File: src/rtl/sopq_pkg.sv
// Shared sizes, entry layout, operation and status codes and FSM states
// for the sorted open list priority queue. No dependencies.
package sopq_pkg;

  localparam int DEPTH     = 64;
  localparam int ID_BITS   = 12;
  localparam int COST_BITS = 16;
  localparam int ADDR_W    = $clog2(DEPTH);
  localparam int CNT_W     = $clog2(DEPTH + 1);
  localparam int ENTRY_W   = ID_BITS + 2 * COST_BITS;

  typedef struct packed {
    logic [ID_BITS-1:0]   id;
    logic [COST_BITS-1:0] fcost;
    logic [COST_BITS-1:0] hcost;
  } entry_t;

  typedef enum logic [1:0] {
    OP_INSERT = 2'd0,
    OP_REMOVE = 2'd1,
    OP_POP    = 2'd2,
    OP_QUERY  = 2'd3
  } op_t;

  localparam logic [1:0] STAT_OK    = 2'd0;
  localparam logic [1:0] STAT_EMPTY = 2'd1;
  localparam logic [1:0] STAT_FULL  = 2'd2;

  typedef enum logic [3:0] {
    ST_IDLE,
    ST_INS_RD,
    ST_INS_CMP,
    ST_INS_PUT,
    ST_SCAN_RD,
    ST_SCAN_CMP,
    ST_SHF_RD,
    ST_SHF_WR,
    ST_OUT
  } state_t;

endpackage

File: src/rtl/sopq_ram.sv
// Generic single-write, single-read RAM with registered read data.
// No dependencies.
module sopq_ram #(
  parameter int WIDTH = 8,
  parameter int DEPTH = 16
) (
  input  logic                     clk,
  input  logic                     we,
  input  logic [$clog2(DEPTH)-1:0] waddr,
  input  logic [WIDTH-1:0]         wdata,
  input  logic [$clog2(DEPTH)-1:0] raddr,
  output logic [WIDTH-1:0]         rdata
);

  logic [WIDTH-1:0] mem [DEPTH];

  always_ff @(posedge clk) begin
    if (we) begin
      mem[waddr] <= wdata;
    end
    rdata <= mem[raddr];
  end

endmodule

File: src/rtl/sorted_open_list_priority_queue.sv
// Sorted open list priority queue: sequencer over one entry RAM.
// Depends on sopq_pkg and sopq_ram.
// Each entry visited takes a read state and a compare or write state on the single RAM
// read port; a full insert, or a remove/pop/query on an empty list, goes straight to the
// result, held while the output stalls. One item at a time: next accept after the result.
// Reset: synchronous, clears the entry count and output valid; RAM is not cleared.
module sorted_open_list_priority_queue (
  input  logic                          clk,
  input  logic                          rst_n,
  input  logic                          in_valid,
  output logic                          in_stall,
  input  logic [1:0]                    in_op,
  input  logic [sopq_pkg::ID_BITS-1:0]   in_node_id,
  input  logic [sopq_pkg::COST_BITS-1:0] in_total_cost,
  input  logic [sopq_pkg::COST_BITS-1:0] in_heur_cost,
  output logic                          out_valid,
  input  logic                          out_stall,
  output logic [sopq_pkg::ID_BITS-1:0]   out_id,
  output logic [1:0]                    out_status,
  output logic                          out_list_empty
);
  import sopq_pkg::*;

  state_t               state_r, state_nxt;
  op_t                  op_r, op_nxt;
  entry_t               new_r, new_nxt;
  logic [CNT_W-1:0]     count_r, count_nxt;
  logic [CNT_W-1:0]     pos_r, pos_nxt;
  logic [ID_BITS-1:0]   res_id_r, res_id_nxt;
  logic [1:0]           res_stat_r, res_stat_nxt;
  logic                 out_valid_r, out_valid_nxt;
  logic [ID_BITS-1:0]   out_id_r, out_id_nxt;
  logic [1:0]           out_stat_r, out_stat_nxt;
  logic                 out_empty_r, out_empty_nxt;

  logic                 we;
  logic [ADDR_W-1:0]    waddr;
  entry_t               wdata;
  entry_t               rdata;
  logic [ENTRY_W-1:0]   rdata_raw;
  logic [CNT_W-1:0]     pos_p1, pos_m1;
  logic                 last;
  logic                 new_less;
  logic                 out_free;

  sopq_ram #(
    .WIDTH(ENTRY_W),
    .DEPTH(DEPTH)
  ) u_ram (
    .clk  (clk),
    .we   (we),
    .waddr(waddr),
    .wdata(wdata),
    .raddr(pos_r[ADDR_W-1:0]),
    .rdata(rdata_raw)
  );

  assign rdata    = entry_t'(rdata_raw);
  assign pos_p1   = pos_r + CNT_W'(1);
  assign pos_m1   = pos_r - CNT_W'(1);
  assign last     = (pos_p1 == count_r);
  assign new_less = (new_r.fcost < rdata.fcost) ||
                    ((new_r.fcost == rdata.fcost) && (new_r.hcost < rdata.hcost));
  assign out_free = !out_valid_r || !out_stall;

  always_ff @(posedge clk) begin
    if (!rst_n) begin
      state_r     <= ST_IDLE;
      count_r     <= '0;
      out_valid_r <= 1'b0;
    end else begin
      state_r     <= state_nxt;
      count_r     <= count_nxt;
      out_valid_r <= out_valid_nxt;
    end
    op_r        <= op_nxt;
    new_r       <= new_nxt;
    pos_r       <= pos_nxt;
    res_id_r    <= res_id_nxt;
    res_stat_r  <= res_stat_nxt;
    out_id_r    <= out_id_nxt;
    out_stat_r  <= out_stat_nxt;
    out_empty_r <= out_empty_nxt;
  end

  always_comb begin
    state_nxt     = state_r;
    op_nxt        = op_r;
    new_nxt       = new_r;
    count_nxt     = count_r;
    pos_nxt       = pos_r;
    res_id_nxt    = res_id_r;
    res_stat_nxt  = res_stat_r;
    out_valid_nxt = out_valid_r && out_stall;
    out_id_nxt    = out_id_r;
    out_stat_nxt  = out_stat_r;
    out_empty_nxt = out_empty_r;
    we            = 1'b0;
    waddr         = pos_r[ADDR_W-1:0];
    wdata         = new_r;

    unique case (state_r)
      ST_IDLE: begin
        if (in_valid) begin
          op_nxt       = op_t'(in_op);
          new_nxt      = '{id: in_node_id, fcost: in_total_cost, hcost: in_heur_cost};
          res_id_nxt   = '0;
          res_stat_nxt = STAT_OK;
          if (op_t'(in_op) == OP_INSERT) begin
            if (count_r == CNT_W'(DEPTH)) begin
              res_stat_nxt = STAT_FULL;
              state_nxt    = ST_OUT;
            end else if (count_r == '0) begin
              pos_nxt   = '0;
              state_nxt = ST_INS_PUT;
            end else begin
              pos_nxt   = count_r - CNT_W'(1);
              state_nxt = ST_INS_RD;
            end
          end else begin
            if (count_r == '0) begin
              res_stat_nxt = STAT_EMPTY;
              state_nxt    = ST_OUT;
            end else begin
              pos_nxt   = '0;
              state_nxt = ST_SCAN_RD;
            end
          end
        end
      end
      ST_INS_RD: begin
        state_nxt = ST_INS_CMP;
      end
      ST_INS_CMP: begin
        we    = 1'b1;
        waddr = pos_p1[ADDR_W-1:0];
        if (new_less) begin
          wdata = rdata;
          if (pos_r == '0) begin
            state_nxt = ST_INS_PUT;
          end else begin
            pos_nxt   = pos_m1;
            state_nxt = ST_INS_RD;
          end
        end else begin
          wdata     = new_r;
          count_nxt = count_r + CNT_W'(1);
          state_nxt = ST_OUT;
        end
      end
      ST_INS_PUT: begin
        we        = 1'b1;
        count_nxt = count_r + CNT_W'(1);
        state_nxt = ST_OUT;
      end
      ST_SCAN_RD: begin
        state_nxt = ST_SCAN_CMP;
      end
      ST_SCAN_CMP: begin
        if (op_r == OP_POP || rdata.id == new_r.id) begin
          if (op_r == OP_QUERY) begin
            state_nxt = ST_OUT;
          end else begin
            if (op_r == OP_POP) begin
              res_id_nxt = rdata.id;
            end
            if (last) begin
              count_nxt = count_r - CNT_W'(1);
              state_nxt = ST_OUT;
            end else begin
              pos_nxt   = pos_p1;
              state_nxt = ST_SHF_RD;
            end
          end
        end else if (last) begin
          res_stat_nxt = STAT_EMPTY;
          state_nxt    = ST_OUT;
        end else begin
          pos_nxt   = pos_p1;
          state_nxt = ST_SCAN_RD;
        end
      end
      ST_SHF_RD: begin
        state_nxt = ST_SHF_WR;
      end
      ST_SHF_WR: begin
        we    = 1'b1;
        waddr = pos_m1[ADDR_W-1:0];
        wdata = rdata;
        if (last) begin
          count_nxt = count_r - CNT_W'(1);
          state_nxt = ST_OUT;
        end else begin
          pos_nxt   = pos_p1;
          state_nxt = ST_SHF_RD;
        end
      end
      ST_OUT: begin
        if (out_free) begin
          out_valid_nxt = 1'b1;
          out_id_nxt    = res_id_r;
          out_stat_nxt  = res_stat_r;
          out_empty_nxt = (count_r == '0);
          state_nxt     = ST_IDLE;
        end
      end
      default: begin
        state_nxt = ST_IDLE;
      end
    endcase
  end

  assign in_stall       = (state_r != ST_IDLE);
  assign out_valid      = out_valid_r;
  assign out_id         = out_id_r;
  assign out_status     = out_stat_r;
  assign out_list_empty = out_empty_r;

  a_count_bound: assert property (@(posedge clk) disable iff (!rst_n)
    count_r <= CNT_W'(DEPTH))
    else $error("entry count exceeds depth");

  a_ins_grow: assert property (@(posedge clk) disable iff (!rst_n)
    state_r == ST_INS_PUT |=> count_r == $past(count_r) + CNT_W'(1))
    else $error("insert did not grow the list");

  a_full_not_empty: assert property (@(posedge clk) disable iff (!rst_n)
    out_valid && out_status == STAT_FULL |-> !out_list_empty)
    else $error("full result reports an empty list");

  a_id_only_ok: assert property (@(posedge clk) disable iff (!rst_n)
    out_valid && out_id != '0 |-> out_status == STAT_OK)
    else $error("identifier returned with a failing status");

endmodule

File: config.mk
export PLATFORM = sky130hd
export DESIGN_NAME = sorted_open_list_priority_queue
export DESIGN_NICKNAME = d
export VERILOG_FILES = /design/src/rtl/sopq_pkg.sv /design/src/rtl/sopq_ram.sv /design/src/rtl/sorted_open_list_priority_queue.sv
export SDC_FILE = /design/constraint.sdc
export NUM_CORES = 2
export LEC_CHECK = 0
export ABC_AREA = 1
export BUFFER_PORTS_ARGS = -buffer_cell sky130_fd_sc_hd__buf_4
export CAP_MARGIN = 20
export CORE_ASPECT_RATIO = 0.5
export CORE_MARGIN = 2
export CORE_UTILIZATION = 28
export CTS_BUF_LIST = sky130_fd_sc_hd__clkbuf_4
export CTS_CLUSTER_DIAMETER = 60
export CTS_CLUSTER_SIZE = 8
export DETAILED_ROUTE_END_ITERATION = 10
export GPL_TIMING_DRIVEN = 0
export SLEW_MARGIN = 30
export SYNTH_ARGS = -nofsm -noshare
export SYNTH_HDL_FRONTEND = slang
export SYNTH_HIERARCHICAL = 1
export SYNTH_SLANG_ARGS = --single-unit
File: constraint.sdc
create_clock -name clk -period 6.69 [get_ports clk]
set_input_delay 0.3345 -clock clk [delete_from_list [all_inputs] [get_ports clk]]
set_output_delay 0.3345 -clock clk [all_outputs]
set_load 0.01 [all_outputs]
# Word level (Yosys, flattened, before mapping)

Memories as Yosys holds them, arrays and structs flattened. A register that Yosys moved wholly into a read port is not among the register bits.
Index checks and enable logic that the tools add are counted.

Output and inout port bits: 17
Memory bits (writable): 2816
Input bits: 50
Logic and storage cells: 119
Memories: 1
Register bits: 94

Memories:

| memory    | depth | width | rd ports | clocked after Yosys merged registers in | write ports | RTL line       | source |
|---|---|---|---|---|---|---|---|
| u_ram.mem | 64    | 44    | 1        | 1                                       | 1           | sopq_ram.sv:15 | `logic [WIDTH-1:0] mem [DEPTH];` |

Muxes and demuxes: 49
$add $sub $neg: 4
Eq/ne operators: 27
Reduce and logical (&&, ||, !) cells: 23
Magnitude comparators: 2

Operator list:

| cell                                                               | number |
|---|---|
| 7-bit 2-to-1 mux                                                   | 14 |
| 44-bit case mux with 2 select lines                                | 1 |
| 7-bit case mux with 4 select lines                                 | 2 |
| 12-bit 2-to-1 mux                                                  | 4 |
| 44-bit 2-to-1 mux                                                  | 1 |
| 4-bit 2-to-1 mux                                                   | 10 |
| 4-bit case mux with 9 select lines                                 | 1 |
| 16-bit < comparator                                                | 2 |
| 12-bit case mux with 2 select lines                                | 1 |
| 2-bit != test, second input constant                               | 10 |
| 16-bit == test                                                     | 1 |
| 4-bit by 3-bit == test with 1-bit output, second input constant    | 4 |
| 7-bit by 1-bit adder with 7-bit output, second input constant      | 2 |
| 7-bit logical NOT                                                  | 2 |
| 2-bit 2-to-1 mux                                                   | 7 |
| 7-bit by 1-bit subtractor with 7-bit output, second input constant | 2 |
| 12-bit == test                                                     | 1 |
| 6-bit case mux with 2 select lines                                 | 1 |
| 4-bit nonzero test                                                 | 3 |
| 3-bit != test, second input constant                               | 3 |
| 4-bit by 2-bit == test with 1-bit output, second input constant    | 2 |
| 4-bit AND reduction                                                | 2 |
| 7-bit == test                                                      | 1 |
| 7-bit == test, second input constant                               | 1 |
| other kinds (15)                                                   | 27 |

# Logic depth before layout (Yosys ltp)

Word-level depth: 6
Depth in mapped cells: 16
Gate-level depth less buffers: 16

# Hierarchy

The synthesis kept the hierarchy.

Modules (own cells, without submodules):

| module                          | instances | sequential area each (µm²) | cells each | area each (µm²) |
|---|---|---|---|---|
| sopq_ram                        | 1         | 85441.9                    | 9283       | 114451.0 |
| sorted_open_list_priority_queue | 1         | 2702.6                     | 731        | 5910.7 |

# Least setup slack after synthesis

No wires, ideal clock.

Kind: register to register
Start: register state_r[3]
End: memory u_ram/mem[48][0] (netlist name), enable pin
Setup time: 556 ps
Period minus slack after synthesis: 6666 ps
Cell stages (with the launch flop): 12
Slack: 24 ps
Data arrival time: 6110 ps
Cell sequence: dfxtp_1 -> inv_1 -> nand2_1 -> nor2_4 -> inv_2 -> nor2_4 -> inv_2 -> buf_1 -> nand2_1 -> clkbuf_1 -> nand4_1 -> nor4_1

Word-level cells in the longest chain between the ends: 5

RTL lines:

| element                                                                                              | RTL line                               | source |
|---|---|---|
| start: declaration                                                                                   | sorted_open_list_priority_queue.sv:24  | `state_t state_r, state_nxt;` |
| start signal: assignment                                                                             | sorted_open_list_priority_queue.sv:72  | `state_r <= state_nxt;` |
| 4-bit by 3-bit == test with 1-bit output or 4-bit by 2-bit == test with 1-bit output (tied branches) | sorted_open_list_priority_queue.sv:102 | `unique case (state_r)` |
| 3-bit OR reduction (no source line) (*)                                                              | -                                      |  |
| 1-bit 2-to-1 mux (*)                                                                                 | sorted_open_list_priority_queue.sv:102 |  |
| named net we                                                                                         | sorted_open_list_priority_queue.sv:36  | `logic we;` |
| 1-bit 2-to-1 mux (*)                                                                                 | sopq_ram.sv:18                         | `if (we) begin` |
| 1-bit 2-to-1 mux (implied by the code) (*)                                                           | sopq_ram.sv:19                         | `mem[waddr] <= wdata;` |
| end: declaration                                                                                     | sopq_ram.sv:15                         |  |

The timed path passes the listed nets; every way through them passes the cells marked *.

# Worst setup path after layout

Start: register state_r[3]
End: memory u_ram/mem[48][25] (netlist name), enable pin

The elaborated chain is that of the path after synthesis.

==> results.txt <==
----------------------------------------------------
[Synth]
  Post-synthesis compound-gate area fraction ... 0.003035
  Synth Cell Area ... 120400 um2
  Total nets after synthesis ... just over 10000
  Count of warnings emitted by yosys ... 6
  Combinational family with the most area after synthesis ... simple AND/OR/NAND/NOR gates
  Fraction of the yosys area taken by sequential cells ... 0.7323
  Post-synthesis share of cell area spent on and, or, nand and nor gates ... 0.2225
  Synthesized-area fraction occupied by adder cells ... 0.003846
  Flip-flop and latch count after synthesis ... 2954
  Cells after Synth ... 10010
  Synth Area per Inst ... ~12 um2
  Post-synthesis mux area share ... 0
  Distinct cell type count of the synthesized netlist ... 44
  Xor/xnor share of the synthesized area ... 0.001383

[Placement]
  Count of input and output buffers ... between 60 and 70
  Inst Count DP ... approximately 16000
  Routability congestion estimate ... 1.008
  Pre-CTS setup slack ... 1402 ps
  Post-DP HPWL ... 351100 um

[GRT]
  Via count of the first global-routing pass ... around 83000
  GRT Total Usage ... 0.2155
  Wire length of the first global-routing pass ... around 660000 um
  Grt ovf ... 0
  Pin count of the biggest net entering global routing ... 57
  Antenna violations before repair ... a little under 50

[Timing]
  Achievable frequency ... ~180 MHz
  Unrepaired setup endpoints after global routing ... no
  Post-route clock period utilization ... 0.8400
  Skew final ... a little under 100 ps
  Worst hold-check slack ... 226.5 ps
  Number of failing hold endpoints at the final stage ... 0
  Number of failing setup endpoints in the final timing report ... 0
  Slew Limit Headroom ... 0.2790
  Period minus WS final ... roughly 5600 ps
  Transition at the pin with the smallest max-transition slack ... 1078 ps
  Number of max-slew violations in the final report ... 0
  Final WS setup ... 1070 ps

[Setup path]
  Data arrival, critical path ... roughly 6700 ps
  Maximum fanout along the worst path ... 10
  CP Capture Type ... flip-flop
  Critical Setup Path Class ... reg2reg
  Req. time, crit path ... between 7000 and 8000 ps
  Worst setup SP type ... flip-flop

[Route]
  Residual antenna-violating net count after detailed routing ... 0
  Wirelength, routed ... 488500 um
  Via density ... about 5.3
  Router iterations before antenna repair ... 9
  Total number of vias ... 89990
  1st-iter DRT viols ... 16010
  Remaining DRCs ... 0
  WL/cell ... about 29 um

[Hold path]
  Worst min-delay path category ... in2reg

[Floorplanning]
  Number of cell rows ... 170
  Core Box Area ... 428600 um2
  Number of primary I/O pins ... 67
  Die width ... ~930 um
  Chip Height ... ~470 um
  Die Area ... about 440000 um2
  Initial Util ... 0.2808

[Clock network]
  Source-to-sink clock delay at the later pin of the worst-skew pair ... roughly 1400 ps
  CTS tree ... built
  Clock Tree Buf Depth ... 4
  Clock buffer count from CTS ... roughly 410
  Clock-pin slew of the registers on the worst-case setup and hold paths ... 100 ps
  Number of clock sinks ... 2954
  H-tree depth ... 5
  Cell at the root of the clock tree ... sky130_fd_sc_hd__clkbuf_4

[Finish]
  Highest-count cells in the layout ignoring fill and taps ... sky130_fd_sc_hd__nand2_1, sky130_fd_sc_hd__edfxtp_1, sky130_fd_sc_hd__nand3_1, sky130_fd_sc_hd__clkbuf_4, sky130_fd_sc_hd__buf_2
  NumNets Final ... ~11000
  Number of non-filler instances in the completed layout ... 16830
  Leading cell type in the layout, fill and taps excluded ... sky130_fd_sc_hd__nand2_1
  Fraction of final layout cells sized beyond drive strength 1 ... 0.1449
  Area growth from synthesis to layout ... 17.51%

[Power and ir drop]
  Total Power ... around 63 mW
  Leakage component of the power ... about 50 nW
  Power per Cell Area ... 443.6 nW/um2
  Worst supply voltage drop on vdd ... approximately 0.00025 V

[Job]
  Max-cap violations ... 0

[Status]
  Run status ... finished, final reports clean

----------------------------------------------------
logic make-up (layout without fill, tap and decap cells):
kind of cell,Yosys count,in the layout
buf+inv,756,1782
compound gates,57,57
fa+ha+maj,37,37
simple gates,6191,6191
other cells,0,23
flops,2954,2954
xor+xnor,19,19
final cells by class:
type                            instances  area, um2
Sequential cell                      2954      88140
Buffer                                638       4024
Timing Repair Buffer                  560       9316
Fill cell                           42310     287200
Tap cell                             5762       7209
Multi-Input combinational cell       6304      28620
Inverter                              118      447.9
Clock buffer                          450       3378
Antenna cell                           23      57.56
Clock inverter                         16      239.0
repair_timing:
item / in CTS / in global routing
buffers inserted: 0 / 0
resized for setup: 0 / 0
endpoints found under the hold margin: 149 / 0
hold buffers: 101 / 0
synth_stat cells, drive strengths merged:
master	count	area, um2
o21a	3	22.52
nor3	8	40.04
nor3b	3	22.52
clkinv	2	7.510
nor4	8	50.05
ha	37	462.9
a21boi	1	18.77
nand4	20	125.1
inv	116	440.4
nor2	136	566.8
clkbuf	92	366.6
o21bai	4	30.03
o22ai	1	6.260
nand2	3344	12600
edfxtp	2898	87020
buf	546	3630
xor2	13	113.9
o21ai	19	98.84
a211oi	1	7.510
o31ai	1	7.510
xnor2	6	52.55
dfxtp	56	1121
nand3	2670	13360
o211ai	2	15.01
nand3b	2	15.01
a21oi	16	80.08
o221ai	9	78.83
report_power, final:
part	switching (mW)	internal, mW
clock	6.12	3.30
combinational	23.2	7.01
sequential	0.315	22.8
state kept, by name (all words and copies together), names as in the netlist:
register	cells
res_stat_r	2
new_r	44
u_ram/rdata	44
out_valid	1
op_r	2
u_ram/mem	2816
out_list_empty	1
out_id	12
out_status	2
res_id_r	12
count_r	7
pos_r	7
state_r	4
path summary, 6_finish.rpt:
check | from | to | slack (ps) | cells after the start
min reg2reg | res_id_r[6] | out_id[6] | 430 | 0
max reg2reg | state_r[3] | u_ram/mem[48][25] | 1070 | 19
min | in_heur_cost[5] | new_r[5] | 230 | 3
max | state_r[3] | u_ram/mem[48][25] | 1070 | 19
layer usage:
layer | wire [um] | global-route usage | up-vias
met3 | 75690 | 0.08159 | 1443
li1 | - | - | 37430
met4 | 33170 | 0.1235 | 18
met5 | 125 | 0 | -
met2 | 203700 | 0.3138 | 6992
met1 | 175800 | 0.2748 | 44110
worst max-delay path, cell delays in order, from the launching register on:
cell	delay, ps
sky130_fd_sc_hd__dfxtp_1	340
sky130_fd_sc_hd__inv_1	70
sky130_fd_sc_hd__nand2_1	150
sky130_fd_sc_hd__nor2_4	340
sky130_fd_sc_hd__inv_2	140
sky130_fd_sc_hd__nor2_4	260
sky130_fd_sc_hd__inv_2	200
sky130_fd_sc_hd__buf_1	330
sky130_fd_sc_hd__nand2_1	180
sky130_fd_sc_hd__clkbuf_1	320
sky130_fd_sc_hd__nand4_1	490
sky130_fd_sc_hd__nor4_2	620
sky130_fd_sc_hd__buf_4	290
sky130_fd_sc_hd__buf_2	240
sky130_fd_sc_hd__buf_2	230
sky130_fd_sc_hd__buf_2	260
sky130_fd_sc_hd__buf_4	200
sky130_fd_sc_hd__buf_2	180
sky130_fd_sc_hd__buf_2	220
sky130_fd_sc_hd__buf_2	210
per-stage QoR:
step / util / cell area (um2) / setup TNS (ps)
floorplan: - / 120400 / 0
global placement: 0.2988 / 128100 / -9235910
detailed placement: 0.3191 / 136800 / 0
CTS: 0.3299 / 141400 / 0
global route: 0.3299 / 141400 / 0
finish: 0.3300 / 141400 / 0
Note: power is estimated with default switching activity, not from simulation.
